$ cat config.mk
export PLATFORM = sky130hd
export DESIGN_NAME = c2s_cordic_pre
export DESIGN_NICKNAME = d
export VERILOG_FILES = /design/src/design/c2s_pkg.sv /design/src/design/c2s_cordic_pre.sv
export SDC_FILE = /design/constraint.sdc
export NUM_CORES = 1
export LEC_CHECK = 0
export ABC_AREA = 1
export BUFFER_PORTS_ARGS = -buffer_cell sky130_fd_sc_hd__buf_2
export CAP_MARGIN = 15
export CELL_PAD_IN_SITES_DETAIL_PLACEMENT = 1
export CELL_PAD_IN_SITES_GLOBAL_PLACEMENT = 2
export CORE_MARGIN = 5
export CORE_UTILIZATION = 28
export DETAILED_ROUTE_END_ITERATION = 8
export PLACE_DENSITY = 0.87
export SLEW_MARGIN = 20
export SYNTH_ARGS = -nofsm -noshare
export SYNTH_HDL_FRONTEND = slang
export SYNTH_SLANG_ARGS = --single-unit
$ cat constraint.sdc
create_clock -name i_clk -period 2.59 [get_ports i_clk]
set_input_delay 0.518 -clock i_clk [delete_from_list [all_inputs] [get_ports i_clk]]
set_output_delay 0.518 -clock i_clk [all_outputs]
set_load 0.005 [all_outputs]
$ cat src/design/c2s_pkg.sv
package c2s_pkg;

    localparam int COORD_WIDTH   = 16;
    localparam int CORDIC_STAGES = 16;

    // z is scaled so that the squared planar term always fills a 64-bit radicand
    localparam int FRAC_BITS  = 32 - COORD_WIDTH;
    localparam int GUARD_BITS = 24;
    localparam int NUM_ROT    = (CORDIC_STAGES < 32) ? CORDIC_STAGES : 32;
    localparam int STG_W      = 5;

    localparam int SQR_W      = 2 * COORD_WIDTH;
    localparam int SQ_RAD_W   = 64;
    localparam int SQ_ROOT_W  = 32;
    localparam int SQ_REM_W   = SQ_ROOT_W + 1;
    localparam int RXY_CELLS  = SQ_ROOT_W;

    // CORDIC operands before and after the guard shift
    localparam int OP_W  = 34;
    localparam int CW    = GUARD_BITS + OP_W + 1;
    localparam int ANG_W = 32;

    localparam int ANG_OUT_W = 16;
    localparam int ANG_SHIFT = 15;
    localparam int RND_W     = ANG_W - ANG_SHIFT;

    localparam logic signed [ANG_W-1:0] HALF_PI    = 32'sd536870912;
    localparam logic signed [ANG_W-1:0] ROUND_HALF = 32'sd16384;
    localparam logic [ANG_OUT_W-1:0]    PI_CODE    = 16'h8000;

    // register stages from the input register to the final rounding stage
    localparam int PIPE_DEPTH = 5 + RXY_CELLS + NUM_ROT;
    localparam int AZI_DLY    = PIPE_DEPTH - 2 - NUM_ROT;
    localparam int RAD_DLY    = PIPE_DEPTH - 3 - COORD_WIDTH;

    localparam logic [1:0] OUT_BUF_DEPTH = 2'd2;

    typedef struct packed {
        logic [SQ_RAD_W-1:0]  rad;
        logic [SQ_REM_W-1:0]  rem;
        logic [SQ_ROOT_W-1:0] root;
    } t_sqrt;

    typedef struct packed {
        logic signed [CW-1:0]    a;
        logic signed [CW-1:0]    b;
        logic signed [ANG_W-1:0] ang;
        logic                    zero;
    } t_cordic;

    // round(atan(2^-k) * 2^30 / pi)
    function automatic logic signed [ANG_W-1:0] atan_entry(input logic [STG_W-1:0] k);
        logic signed [ANG_W-1:0] v;
        case (k)
            5'd0:    v = 32'sd268435456;
            5'd1:    v = 32'sd158466703;
            5'd2:    v = 32'sd83729454;
            5'd3:    v = 32'sd42502378;
            5'd4:    v = 32'sd21333666;
            5'd5:    v = 32'sd10677233;
            5'd6:    v = 32'sd5339919;
            5'd7:    v = 32'sd2670123;
            5'd8:    v = 32'sd1335082;
            5'd9:    v = 32'sd667543;
            5'd10:   v = 32'sd333772;
            5'd11:   v = 32'sd166886;
            5'd12:   v = 32'sd83443;
            5'd13:   v = 32'sd41722;
            5'd14:   v = 32'sd20861;
            5'd15:   v = 32'sd10430;
            5'd16:   v = 32'sd5215;
            5'd17:   v = 32'sd2608;
            5'd18:   v = 32'sd1304;
            5'd19:   v = 32'sd652;
            5'd20:   v = 32'sd326;
            5'd21:   v = 32'sd163;
            5'd22:   v = 32'sd81;
            5'd23:   v = 32'sd41;
            5'd24:   v = 32'sd20;
            5'd25:   v = 32'sd10;
            5'd26:   v = 32'sd5;
            5'd27:   v = 32'sd3;
            5'd28:   v = 32'sd1;
            5'd29:   v = 32'sd1;
            default: v = 32'sd0;
        endcase
        return v;
    endfunction

endpackage

$ cat src/design/c2s_cordic_pre.sv
module c2s_cordic_pre (
    input  logic                           i_clk,
    input  logic                           i_en,
    input  logic signed [c2s_pkg::OP_W-1:0] i_a,
    input  logic signed [c2s_pkg::OP_W-1:0] i_b,
    output c2s_pkg::t_cordic               o_s
);
    import c2s_pkg::*;

    logic signed [OP_W-1:0] a_r;
    logic signed [OP_W-1:0] b_r;
    t_cordic                n_s;
    t_cordic                r_s;

    // fold the left half-plane into the right one by a quarter turn
    always_comb begin
        a_r       = i_a;
        b_r       = i_b;
        n_s.ang   = '0;
        n_s.zero  = (i_a == '0) && (i_b == '0);
        if (i_a[OP_W-1]) begin
            if (!i_b[OP_W-1]) begin
                a_r     = i_b;
                b_r     = -i_a;
                n_s.ang = HALF_PI;
            end else begin
                a_r     = -i_b;
                b_r     = i_a;
                n_s.ang = -HALF_PI;
            end
        end
        n_s.a = CW'(a_r) <<< GUARD_BITS;
        n_s.b = CW'(b_r) <<< GUARD_BITS;
    end

    always_ff @(posedge i_clk) begin
        if (i_en) begin
            r_s <= n_s;
        end
    end

    assign o_s = r_s;

endmodule

==> metrics <==
Finished Cell Area 0.00659 mm2; GR Overflow Total 0; fmax 0.525 GHz; Fin. Hold Viols 0; CP endpoint kind flip-flop; initial antenna violation count 4; DR iter-0 viols 302; post-synth top area share 38.4%; EDFF count, synth 71; vias post-DR 5580; Die X 151 um; Psw 1.01 mW; startpoint types input pin; Post-DP Area 0.00627 mm2; worst-path cell chain buf_2 > inv_1 > ha_1 > nand2_1 > nand2_1 > o21ai_1 > nor2_1 > nand2_1 > nand3_1 > o21ai_0; Comb pwr share 19.7%; vias per inst 4.59; sequential-to-total area share from yosys stat 38.4%; final wirelength 21.0 mm; Setup crit start i_b[1]; Buf+Inv Stages, Crit Path 2; max_cap viols 0; leakage 3.14 nW; Critical Path RT 2.66 ns; H-tree Lvls 3; # clock sinks 71; DIE HEIGHT 151 um; PortBufs 143; Max VDD drop 0.213 mV; full die area 0.0227 mm2; io pins 221; setup TNS 0 ns; slew margin rel. 53.7%; Mean Syn Cell Area 6.89 um2; cell repeated most along the worst path nand2_1; initial cell density of the core 28.5%; GRT Util Overall 18.4%; Post-Layout Cell Count 1216; Synth Flop Type edfxtp_1; status completed; unique cell type count in the Yosys netlist 27; CP top delay family simple AND/OR/NAND/NOR gates; Final GP Congestion 0.851; Post CTS Setup Buffer Count 0; Synth area leaders edfxtp_1 38%, nand2_1 18%, buf_4 11%; max reg flops 71; max incr delay on CP 0.39 ns; Clock Path Buffers 2; crit path max-delay cell type nor2_1; Synth-to-Final Area Change 18.9%; final setup violation count 0; count leader, synth nand2_1; Post-synth ARST share 0%; Core Box Area 0.0195 mm2; worst hold path startpoint i_a[2]; post-synthesis register bit count 71; fin crit period 1.91 ns; crit path DAT 1.97 ns; site row count 51; Worst Tran Pin Value 0.692 ns; NumNets Final 1015; crit path kind input pin to flip-flop; clock network power share 39.1%; number of global-route vias before repair 5780; Net Sw Frac 29.1%; Pint 2.47 mW; Routed WL per cell 17.3 um; CTS Hold Buffers Added 0; period utilization 73.6%; hpwl dp 16.7 mm; register clock-pin slew on the reported worst setup and hold paths 0.06 ns; Yosys top cell by area edfxtp_1; cell area after synthesis 0.00555 mm2; most common library cells after synthesis 262 x nand2_1, 109 x nor2_1, 84 x nand3_1, 80 x buf_4, 71 x edfxtp_1; fraction of layout cells with a size suffix above 1 18.1%; filler instances 2543; Yosys warnings 0; # placed instances 1197; HP Class input pin to flip-flop; Syn Inst Count 805; first-pass GRT wire length 31.7 mm; DR DRC count 0; TritonCTS clock tree built; RSZ-0062 raised after global routing no; Slew Limit Fails 0; overall power 3.48 mW; sequential share of power 41.2%; total CTS buffers 9; clock root cell clkbuf_16; largest net degree at the start of global routing 72; pwr/cell area 528 mW/mm2; total iterations of the first detailed-routing run 5; critical path fanouts, max 5; worst hold slack 0.488 ns; post-cts sizing count 0; ANT nets after route 0
==> through the flow <==
stage / worst slack [ns] / util [%]
after floorplan: 0.857 / -
after global placement: 0.368 / 32.2
after detailed placement: 0.315 / 32.2
after CTS: 0.664 / 33.8
after global routing: 0.500 / 33.9
final: 0.685 / 33.9
==> final cells by class <==
cell class              instances  area (um2)  share of cell area, %
flip-flops and latches         71        2130                   32.3
well taps                     265         332                   5.03
clock buffers                   9         225                   3.42
multi-input cells             639        2750                   41.7
inverters                      69         259                   3.93
diodes                          3        7.51                  0.114
clock inverters                 7        87.6                   1.33
repair buffers                153         803                   12.2
==> cell families (layout without fill, tap and decap cells) <==
family / count (synthesis) / after routing / synth area share [%]
other: 1 / 80 / 0.0676
flip-flops: 71 / 71 / 38.4
AND/OR/NAND/NOR: 473 / 473 / 34.9
buffers and inverters: 171 / 238 / 17.2
AO/OA/AOI/OAI: 77 / 77 / 7.42
XOR/XNOR: 10 / 10 / 1.58
adder cells (fa/ha/maj): 2 / 2 / 0.451
==> power groups by stage <==
stage,clock network (mW),logic [mW],registers [mW]
final,1.36,0.684,1.43
after global routing,1.43,0.774,1.45
after CTS,1.38,0.688,1.44
after detailed placement,0,0.683,1.46
after floorplan,0,0.397,1.47
after global placement,0,0.668,1.46
==> tightest hold or removal path: cells and delay by family <==
family | cells | cell delay [ns]
AOI/OAI and AO/OA | 1 | 0.06
buffers and inverters | 1 | 0.10
and+or+nand+nor | 1 | 0.05
==> metal layers <==
metal / GRT usage (%) / vias to the layer above / routed length [um]
li1: - / 2734 / -
met1: 24.2 / 2622 / 9380
met2: 31.1 / 193 / 9990
met3: 2.68 / 27 / 1200
met4: 5.89 / 4 / 435
met5: 0 / - / 21
==> final timing paths <==
path | endpoint | slack [ns] | cells after the start
max | o_s[130] | 0.68 | 10
min | o_s[118] | 0.49 | 3
==> cells in the final DEF (no fill, tap or decap), types with 4 or more instances in the layout <==
cell / count
nand2_1: 262
buf_2: 143
nor2_1: 109
nand3_1: 84
conb_1: 77
edfxtp_1: 71
inv_1: 67
o21ai_0: 58
clkbuf_16: 9
buf_4: 9
nand3b_1: 8
xor2_1: 8
nand4_1: 5
o211ai_1: 5
o21ai_1: 4
o22ai_1: 4
Note: power is estimated with default switching activity, not from simulation.
