--- src/design/c2s_pkg.sv ---
package c2s_pkg;

    localparam int COORD_WIDTH   = 16;
    localparam int CORDIC_STAGES = 16;

    // z is scaled so that the squared planar term always fills a 64-bit radicand
    localparam int FRAC_BITS  = 32 - COORD_WIDTH;
    localparam int GUARD_BITS = 24;
    localparam int NUM_ROT    = (CORDIC_STAGES < 32) ? CORDIC_STAGES : 32;
    localparam int STG_W      = 5;

    localparam int SQR_W      = 2 * COORD_WIDTH;
    localparam int SQ_RAD_W   = 64;
    localparam int SQ_ROOT_W  = 32;
    localparam int SQ_REM_W   = SQ_ROOT_W + 1;
    localparam int RXY_CELLS  = SQ_ROOT_W;

    // CORDIC operands before and after the guard shift
    localparam int OP_W  = 34;
    localparam int CW    = GUARD_BITS + OP_W + 1;
    localparam int ANG_W = 32;

    localparam int ANG_OUT_W = 16;
    localparam int ANG_SHIFT = 15;
    localparam int RND_W     = ANG_W - ANG_SHIFT;

    localparam logic signed [ANG_W-1:0] HALF_PI    = 32'sd536870912;
    localparam logic signed [ANG_W-1:0] ROUND_HALF = 32'sd16384;
    localparam logic [ANG_OUT_W-1:0]    PI_CODE    = 16'h8000;

    // register stages from the input register to the final rounding stage
    localparam int PIPE_DEPTH = 5 + RXY_CELLS + NUM_ROT;
    localparam int AZI_DLY    = PIPE_DEPTH - 2 - NUM_ROT;
    localparam int RAD_DLY    = PIPE_DEPTH - 3 - COORD_WIDTH;

    localparam logic [1:0] OUT_BUF_DEPTH = 2'd2;

    typedef struct packed {
        logic [SQ_RAD_W-1:0]  rad;
        logic [SQ_REM_W-1:0]  rem;
        logic [SQ_ROOT_W-1:0] root;
    } t_sqrt;

    typedef struct packed {
        logic signed [CW-1:0]    a;
        logic signed [CW-1:0]    b;
        logic signed [ANG_W-1:0] ang;
        logic                    zero;
    } t_cordic;

    // round(atan(2^-k) * 2^30 / pi)
    function automatic logic signed [ANG_W-1:0] atan_entry(input logic [STG_W-1:0] k);
        logic signed [ANG_W-1:0] v;
        case (k)
            5'd0:    v = 32'sd268435456;
            5'd1:    v = 32'sd158466703;
            5'd2:    v = 32'sd83729454;
            5'd3:    v = 32'sd42502378;
            5'd4:    v = 32'sd21333666;
            5'd5:    v = 32'sd10677233;
            5'd6:    v = 32'sd5339919;
            5'd7:    v = 32'sd2670123;
            5'd8:    v = 32'sd1335082;
            5'd9:    v = 32'sd667543;
            5'd10:   v = 32'sd333772;
            5'd11:   v = 32'sd166886;
            5'd12:   v = 32'sd83443;
            5'd13:   v = 32'sd41722;
            5'd14:   v = 32'sd20861;
            5'd15:   v = 32'sd10430;
            5'd16:   v = 32'sd5215;
            5'd17:   v = 32'sd2608;
            5'd18:   v = 32'sd1304;
            5'd19:   v = 32'sd652;
            5'd20:   v = 32'sd326;
            5'd21:   v = 32'sd163;
            5'd22:   v = 32'sd81;
            5'd23:   v = 32'sd41;
            5'd24:   v = 32'sd20;
            5'd25:   v = 32'sd10;
            5'd26:   v = 32'sd5;
            5'd27:   v = 32'sd3;
            5'd28:   v = 32'sd1;
            5'd29:   v = 32'sd1;
            default: v = 32'sd0;
        endcase
        return v;
    endfunction

endpackage

--- src/design/c2s_sqrt_cell.sv ---
module c2s_sqrt_cell (
    input  logic           i_clk,
    input  logic           i_en,
    input  c2s_pkg::t_sqrt i_s,
    output c2s_pkg::t_sqrt o_s
);
    import c2s_pkg::*;

    logic [SQ_REM_W+1:0] trial;
    logic [SQ_REM_W+1:0] sub;
    logic [SQ_REM_W+1:0] diff;
    logic                fits;
    t_sqrt               n_s;
    t_sqrt               r_s;

    // one root bit: bring down two radicand bits, try subtracting 4*root+1
    always_comb begin
        trial    = {i_s.rem, i_s.rad[SQ_RAD_W-1 -: 2]};
        sub      = {1'b0, i_s.root, 2'b01};
        diff     = trial - sub;
        fits     = (trial >= sub);
        n_s.rad  = i_s.rad << 2;
        n_s.rem  = fits ? diff[SQ_REM_W-1:0] : trial[SQ_REM_W-1:0];
        n_s.root = {i_s.root[SQ_ROOT_W-2:0], fits};
    end

    always_ff @(posedge i_clk) begin
        if (i_en) begin
            r_s <= n_s;
        end
    end

    assign o_s = r_s;

endmodule

--- config.mk ---
export PLATFORM = sky130hd
export DESIGN_NAME = c2s_sqrt_cell
export DESIGN_NICKNAME = d
export VERILOG_FILES = /design/src/design/c2s_pkg.sv /design/src/design/c2s_sqrt_cell.sv
export SDC_FILE = /design/constraint.sdc
export NUM_CORES = 1
export LEC_CHECK = 0
export BUFFER_PORTS_ARGS = -buffer_cell sky130_fd_sc_hd__buf_2
export CORE_MARGIN = 2
export CORE_UTILIZATION = 48
export DETAILED_ROUTE_END_ITERATION = 10
export HOLD_SLACK_MARGIN = 0.12
export PLACE_DENSITY = 0.91
export SKIP_LAST_GASP = 1
export SYNTH_ARGS = -nofsm -noshare
export SYNTH_HDL_FRONTEND = slang
export SYNTH_SLANG_ARGS = --single-unit
--- constraint.sdc ---
create_clock -name i_clk -period 3.6 [get_ports i_clk]
set_input_delay 0.36 -clock i_clk [delete_from_list [all_inputs] [get_ports i_clk]]
set_output_delay 0.36 -clock i_clk [all_outputs]
set_load 0.01 [all_outputs]
==> results of run 1 <==
## routing by layer
metal	wire length [um]	GRT usage, %	part of all wire, %	up-vias
met5	0	0	0	-
met4	687	13.33	3.5	0
met3	1690	7.836	8.6	46
met2	9993	49.90	51	285
met1	7279	31.13	37	2528
li1	-	-	-	2473
## report_power, final
group	switching (uW)	leakage [uW]	total [uW]	internal, uW
Sequential	47.3	0.00124	1850	1810
Clock	692	0.000268	1650	960
Combinational	491	0.00240	873	382
## cell type report
cell class	instances	area [sq um]	share of cell area, %
clock inverter	14	132.6	1.503
tap	172	215.2	2.438
inverter	39	146.4	1.659
multi-input combinational	306	2064	23.39
timing repair buffer	331	2024	22.94
sequential	127	3814	43.21
clock buffer	18	429.2	4.862
## stage by stage
stage | TNS (ps) | hold WS (ps) | cells | cell area (sq um)
finish | 0 | 131.0 | 1007 | 8826
global route | -1.932 | 120.3 | 1007 | 8826
CTS | 0 | 120.0 | 1002 | 8772
detailed placement | 0 | 538.7 | 907 | 7580
global placement | 0 | 536.7 | 907 | 7580
floorplan | 0 | 458.9 | 489 | 6103
## critical path, cell delays in order
cell and delay, ps:
dlygate4sd3_1 530, buf_2 110, inv_1 40, ha_1 400, and4_1 290, and3_1 230, nand2_1 80, a221o_1 340
a21oi_1 140, a21oi_1 160, o21ai_4 500, mux2_2 410
## worst max-delay path by stage
stage,startpoint,depth (start not counted),end
after floorplan,i_s[5],11,o_s[64]
after CTS,i_s[5],12,o_s[40]
after global routing,i_s[5],14,o_s[52]
after global placement,i_s[5],11,o_s[46]
after detailed placement,i_s[5],11,o_s[40]
final,i_s[5],12,o_s[40]
## cell usage in the layout, fill, tap and decap left out, drive strengths merged, types with 4 or more instances in the layout
master	n
nand3	8
o21a	8
o21ai	22
clkinv	5
a21o	9
inv	44
nor3	5
buf	264
nor2	42
xor2	9
a211oi	5
dlygate4sd3	67
nand4	6
a21oi	58
nand2	28
a31oi	5
ha	34
xnor2	19
clkbuf	18
o21bai	6
edfxtp	127
mux2	7
nand2b	4
## logic make-up (layout without fill, tap and decap cells)
| family | after synthesis | in the layout |
|---|---|---|
| buf+inv | 57 | 402 |
| other cells | 1 | 2 |
| mux | 7 | 7 |
| simple gates | 103 | 103 |
| compound gates | 131 | 132 |
| xor+xnor | 28 | 28 |
| flops | 127 | 127 |
| fa+ha+maj | 34 | 34 |
## what timing repair did
action,in CTS,in global routing
hold buffers,63,4
setup endpoints to repair,0,23
gates resized for setup,0,1
hold endpoints to repair,63,4
==> results_dict.tcl, run 1 <==
set metrics [dict create \
    total_power_uw 4380 \
    slew-limit-headroom_pct 54.58 \
    synth_common_cells "127 x edfxtp_1, 56 x a21oi_1, 42 x nor2_1" \
    worstHoldStart "i_s[67]" \
    fp-row-count 41 \
    synth-seq-cells 127 \
    grtUsageTotal_pct 28.09 \
    place_ws_ps 176.5 \
    fillers 872 \
    powerDensity_nw_per_um2 496.2 \
    ys_types 48 \
    holdPathStages 1 \
    critPathMaxFanout 14 \
    drt_iter0_markers 519 \
    fin_crit_sh_pct 95.65 \
    die_y_um 116.7 \
    viasPerCell 5.295 \
    antenna_left 0 \
    drc 0 \
    io_buffers 257 \
    synth_top_family_by_area "compound AO/OA/AOI/OAI gates" \
    rsz0062_at_grt "true" \
    period_minus_slack_ps 3444 \
    hold_violations 0 \
    grt_max_degree 59 \
    wl_um 19650 \
    synth_area_sq_um 6100 \
    yosys.area.top_type "edfxtp_1" \
    clock-sinks 127 \
    synth_xor_area_share_pct 4.021 \
    post_cts_buffers 0 \
    syn_to_final_growth_pct 44.70 \
    power_leakage_uw 0.003910 \
    tritoncts "done" \
    synth_area_per_cell_sq_um 12.50 \
    finalNetCount 987 \
    firstDrtPassIters 5 \
    synth_top_area_share_pct 62.52 \
    synth_fa_ha_area_share_pct 6.974 \
    async_reset_ff_share_pct 0 \
    critPathKind "input pin to register" \
    die-area_sq_um 13620 \
    finalMaxSlewViolations 0 \
    start_util_pct 48.73 \
    grt_pass1_wl_um 27930 \
    cts_buffers 17 \
    hold_class "input pin to register" \
    timing.final.ws_setup_ps 156.5 \
    synth.area.mux_share_pct 1.292 \
    yosysSeqAreaShare_pct 62.52 \
    fmax_mhz 290.4 \
    fin_util_pct 70.51 \
    grt_pass1_vias 5221 \
    grt_antenna_before_repair 0 \
    synth.most_common_cell "edfxtp_1" \
    hpwl_um 12750 \
    synth_simple_gate_area_share_pct 7.528 \
    gp_congestion 0.8645 \
    synth_flop_cell "edfxtp_1" \
    ios 260 \
    grt_overflow 0 \
    synth-edff-count 127 \
    tightestPinTransition_ps 681.2 \
    clk_path_buf_depth 2 \
    peakVddDrop_v 0.0002358 \
    maxCapViolations 0 \
    clockRootBuffer "clkbuf_16" \
    hold_path_end "o_s[69]" \
    synth-compound-area-share_pct 13.56 \
    num_antenna_cells 0 \
    h-tree-depth 4 \
    start_kind "input pin" \
    cts.clk_slew.worst_paths_ps 60 \
    cp-end-kind "register" \
    status "completed" \
    syn_inst 488 \
    drive_gt1_share_pct 37.13 \
    core-area_sq_um 12520 \
    setup_viol 0 \
    ys_warn_count 0 \
    required_ps 3770 \
    cp.arrival_ps 3610 \
    largest_reg_flops 127 \
    synthTopCellsByArea "edfxtp_1 63%, ha_1 7.0%, a21oi_1 4.6%, xnor2_1 2.7%, nor2_1 2.6%" \
    vias 5332 \
    wl_per_cell_um 19.51 \
    die_w_um 116.7 \
]
Power figures use the tool's default switching activity.
==> inputs of run 2 (changes only) <==
- MAX_ROUTING_LAYER: not set -> met4
==> run 2 against run 1 <==
Net effect:
- combinational power hardly changed
- sequential share of layout area about the same
- global-route usage up 0.71 points
- cell area about the same
- setup slack improved by 31 ps
- worst hold slack better by 4.8 ps
- clock-buffer cell count did not move
- sequential power is essentially flat
- via count decreased by 0.13%
- first-iteration DRC count decreased by 2.1%
- largest cell class unchanged
- clock power up 10%
==> results_dict.tcl, run 2 (same netlist as run 1, synthesis figures left out) <==
set metrics [dict create \
    fmax_mhz 293.1 \
    cts.clk_slew.worst_paths_ps 60 \
    tightestPinTransition_ps 720.1 \
    maxCapViolations 0 \
    power_leakage_uw 0.003915 \
    peakVddDrop_v 0.0003047 \
    die_y_um 116.7 \
    ios 260 \
    grt_antenna_before_repair 1 \
    critPathKind "input pin to register" \
    drt_iter0_markers 508 \
    fillers 888 \
    rsz0062_at_grt "false" \
    finalNetCount 980 \
    firstDrtPassIters 5 \
    viasPerCell 5.320 \
    finalMaxSlewViolations 0 \
    drive_gt1_share_pct 37.56 \
    drc 0 \
    slowest_stage "o21ai_2" \
    crit_path_frequent_cell "a21oi_1" \
    grtUsageTotal_pct 28.80 \
    holdPathStages 1 \
    start_kind "input pin" \
    period_minus_slack_ps 3412 \
    slowest_delay_ps 610 \
    fin_crit_sh_pct 94.78 \
    grt_pass1_vias 5299 \
    gp_congestion 0.8647 \
    required_ps 3710 \
    worstHoldStart "i_s[109]" \
    status "completed" \
    mostFrequentLayoutCells "256 x buf_2, 127 x edfxtp_1, 57 x dlygate4sd3_1" \
    vias 5325 \
    clk_path_buf_depth 2 \
    critPathMaxFanout 15 \
    h-tree-depth 4 \
    total_power_uw 4548 \
    tritoncts "done" \
    syn_to_final_growth_pct 44.64 \
    hold_slack_ps 135.7 \
    timing.final.ws_setup_ps 187.8 \
    clockRootBuffer "clkbuf_16" \
    cts_buffers 17 \
    powerDensity_nw_per_um2 515.6 \
    antenna_left 0 \
    largest_reg_flops 127 \
    cp-end-kind "register" \
    io_buffers 257 \
    wl_per_cell_um 20.08 \
    die-area_sq_um 13620 \
    hpwl_um 12670 \
    wl_um 20100 \
    hold_class "input pin to register" \
    setup_viol 0 \
    slew-limit-headroom_pct 51.99 \
    placed_cell_area_sq_um 7580 \
    regArea_sq_um 3814 \
    fp-row-count 41 \
    final.setup.tns_ps 0 \
    clock-sinks 127 \
    grt_overflow 0 \
    worstPathCellList "dlygate4sd3_1, buf_2, inv_1, ha_1, and4_1, and3_1, nand2_1, a221o_1, a21oi_1, a21oi_1, o21ai_2, a21oi_1" \
    hold_path_end "o_s[111]" \
    core-area_sq_um 12520 \
    layout_commonest_cell "buf_2" \
    grt_pass1_wl_um 27950 \
    die_w_um 116.7 \
    multi_input_area_sq_um 2064 \
    final_cell_area_sq_um 8822 \
    grt_max_degree 60 \
    cp.arrival_ps 3530 \
    hold_violations 0 \
    place_ws_ps 145.4 \
    start_util_pct 48.73 \
]
==> run 2: critical path, delay by kind of cell <==
kind / cells / cell delay, ps
adder cells (fa/ha/maj): 1 / 420
buffers and inverters: 3 / 700
AO/OA/AOI/OAI: 5 / 1450
AND/OR/NAND/NOR: 3 / 600
==> run 2: worst max path at each step <==
stage,start,endpoint,slack (ps),depth (start not counted)
2_1_floorplan,i_s[5],o_s[64],850,11
3_3_place_gp,i_s[5],o_s[45],230,11
3_5_place_dp,i_s[5],o_s[61],150,11
4_1_cts,i_s[5],o_s[38],30,12
5_1_grt,i_s[5],o_s[35],60,12
6_report,i_s[5],o_s[35],190,12
==> run 2: routing by layer <==
metal  share of wire (%)  GRT usage (%)
met5                   0              -
met4                 5.5          15.61
met3                 8.6          9.912
met2                  49          46.94
met1                  37          30.90
==> run 2: power by group <==
| group | total, uW | switching, uW | internal, uW |
|---|---|---|---|
| combinational | 876 | 494 | 382 |
| sequential | 1860 | 49.5 | 1810 |
| clock | 1820 | 657 | 1160 |
==> run 2: cell type report <==
type,count,area share [%]
Clock inverter,14,2.170
Antenna cell,1,0.02836
Clock buffer,18,4.865
Sequential cell,127,43.23
Multi-Input combinational cell,306,23.40
Tap cell,172,2.439
Inverter,39,1.659
Timing Repair Buffer,324,22.21
==> run 2: what timing repair did <==
action	CTS	global route
hold endpoints to repair	54	3
setup buffers	0	3
gates resized for setup	0	1
setup endpoints to repair	0	33
hold buffers	54	3
==> run 2: stage by stage <==
| stage | cells | util, % |
|---|---|---|
| global placement | 907 | 60.56 |
| detailed placement | 907 | 60.56 |
| floorplan | 489 | - |
| global route | 1001 | 70.48 |
| CTS | 993 | 69.83 |
| finish | 1001 | 70.48 |
==> inputs of run 3 (changes only) <==
- CELL_PAD_IN_SITES_DETAIL_PLACEMENT: not set -> 1
- CELL_PAD_IN_SITES_GLOBAL_PLACEMENT: not set -> 2
- CORE_ASPECT_RATIO: not set -> 0.5
- CORE_UTILIZATION: 48 -> 30
- PLACE_DENSITY: 0.91 -> 0.92
==> run 3 against run 2 <==
Net effect:
- worst hold slack improved by 3.0 ps
- critical endpoint is now o_s[62]
- via count down 1.8%
- die area is 58% higher
- final cell count up 12%
- non-clock buffer count increased by 25
- largest cell class unchanged
- clock-buffer cell count is 1 higher
- sequential share of layout area decreased by 1.7 points
==> results_dict.tcl, run 3 (same netlist as run 1, synthesis figures left out) <==
set metrics [dict create \
    ios 260 \
    place_ws_ps -88.71 \
    clock-sinks 127 \
    tightestPinTransition_ps 926.9 \
    die_y_um 104.8 \
    fin_util_pct 46.69 \
    cp-end-kind "register" \
    worstPathCellList "dlygate4sd3_1, buf_2, inv_1, ha_1, o21ai_0, a21oi_1, a221o_1, a21oi_2, o31ai_1, a21oi_1, xnor2_1, mux2_2" \
    die_w_um 205.7 \
    hold_class "input pin to register" \
    regArea_sq_um 3814 \
    status "completed" \
    power_leakage_uw 0.004030 \
    powerDensity_nw_per_um2 505.9 \
    h-tree-depth 4 \
    period_minus_slack_ps 3461 \
    start_util_pct 30.99 \
    tritoncts "done" \
    cts_buffers 17 \
    holdPathStages 1 \
    peakVddDrop_v 0.0002451 \
    required_ps 3780 \
    layout_commonest_cell "buf_2" \
    cp.arrival_ps 3640 \
    mostFrequentLayoutCells "256 x buf_2, 127 x edfxtp_1, 79 x dlygate4sd3_1" \
    num_antenna_cells 0 \
    slowest_stage "o31ai_1" \
    fillers 2190 \
    finalMaxSlewViolations 0 \
    setup_viol 0 \
    final_cell_area_sq_um 9191 \
    slowest_delay_ps 620 \
    critPathKind "input pin to register" \
    rsz0062_at_grt "false" \
    crit_path_frequent_cell "a21oi_1" \
    slew-limit-headroom_pct 38.20 \
    grt_pass1_vias 5574 \
    largest_reg_flops 127 \
    syn_to_final_growth_pct 50.69 \
    drt_iter0_markers 255 \
    total_power_uw 4650 \
    gp_congestion 0.7907 \
    multi_input_area_sq_um 2066 \
    placed_cell_area_sq_um 7742 \
    timing.final.ws_setup_ps 139.2 \
    vias 5231 \
    antenna_left 0 \
    viasPerCell 4.675 \
    core-area_sq_um 19680 \
    maxCapViolations 0 \
    cts.clk_slew.worst_paths_ps 60 \
    grtUsageTotal_pct 19.26 \
    finalNetCount 1005 \
    fin_crit_sh_pct 96.13 \
    hold_violations 0 \
    drc 0 \
    grt_overflow 0 \
    hpwl_um 14030 \
    grt_pass1_wl_um 30830 \
    wl_per_cell_um 18.18 \
    grt_antenna_before_repair 0 \
    wl_um 20350 \
    die-area_sq_um 21560 \
    drive_gt1_share_pct 36.81 \
    firstDrtPassIters 4 \
    fmax_mhz 289.0 \
    clk_path_buf_depth 2 \
    fp-row-count 36 \
    grt_max_degree 78 \
    start_kind "input pin" \
    clockRootBuffer "clkbuf_16" \
    critPathMaxFanout 6 \
    io_buffers 257 \
    hold_slack_ps 138.7 \
]
run 3: cell count changes in the layout (fill, tap and decap cells not counted), sizes merged:
cell / change
clkinv: -2
bufinv: +1
inv: +1
diode: -1
dlygate4sd3: +22
clkbuf: +1
clkinvlp: -1
buf: +3
run 3: timing repair:
| action | CTS | global route |
|---|---|---|
| setup buffers | 0 | 0 |
| hold endpoints to repair | 78 | 1 |
| resized for setup | 0 | 1 |
| endpoints found under the setup margin | 0 | 19 |
| hold buffers | 78 | 1 |
run 3: routing by layer:
layer  up-vias  global-route usage [%]  routed length, um
li1       2520                       -                  -
met1      2572                   23.31               8958
met2       125                   33.12              10420
met3        14                   3.525                778
met4         0                   5.036                191
met5         -                       -                  0
run 3: worst paths after layout:
| path | start | to |
|---|---|---|
| worst max-delay path | i_s[4] | o_s[62] |
| worst min-delay path | i_s[2] | o_s[3] |
run 3: final cells by class:
class	instances	area share, %
Clock inverter	13	2.287
Inverter	39	1.593
Timing Repair Buffer	349	23.82
Tap cell	266	3.621
Sequential cell	127	41.49
Multi-Input combinational cell	306	22.47
Clock buffer	19	4.710
run 3: power breakdown:
part / switching (uW) / leakage [uW] / total [uW] / internal (uW)
logic: 497 / 0.00248 / 894 / 397
clock network: 677 / 0.000310 / 1910 / 1230
registers: 39.7 / 0.00124 / 1850 / 1810
total: 1210 / 0.00403 / 4650 / 3440
run 3: stage by stage:
stage	instances	setup TNS (ps)
after floorplan	489	0
after global placement	1007	0
after detailed placement	1007	-1361
after CTS	1117	0
after global routing	1119	0
final	1119	0
run 3: worst max-delay path: cells and delay by family:
family	cells	cell delay (ps)
buffers and inverters	3	680
AO/OA/AOI/OAI	6	1780
adder cells (fa/ha/maj)	1	390
multiplexers	1	260
XOR/XNOR	1	160
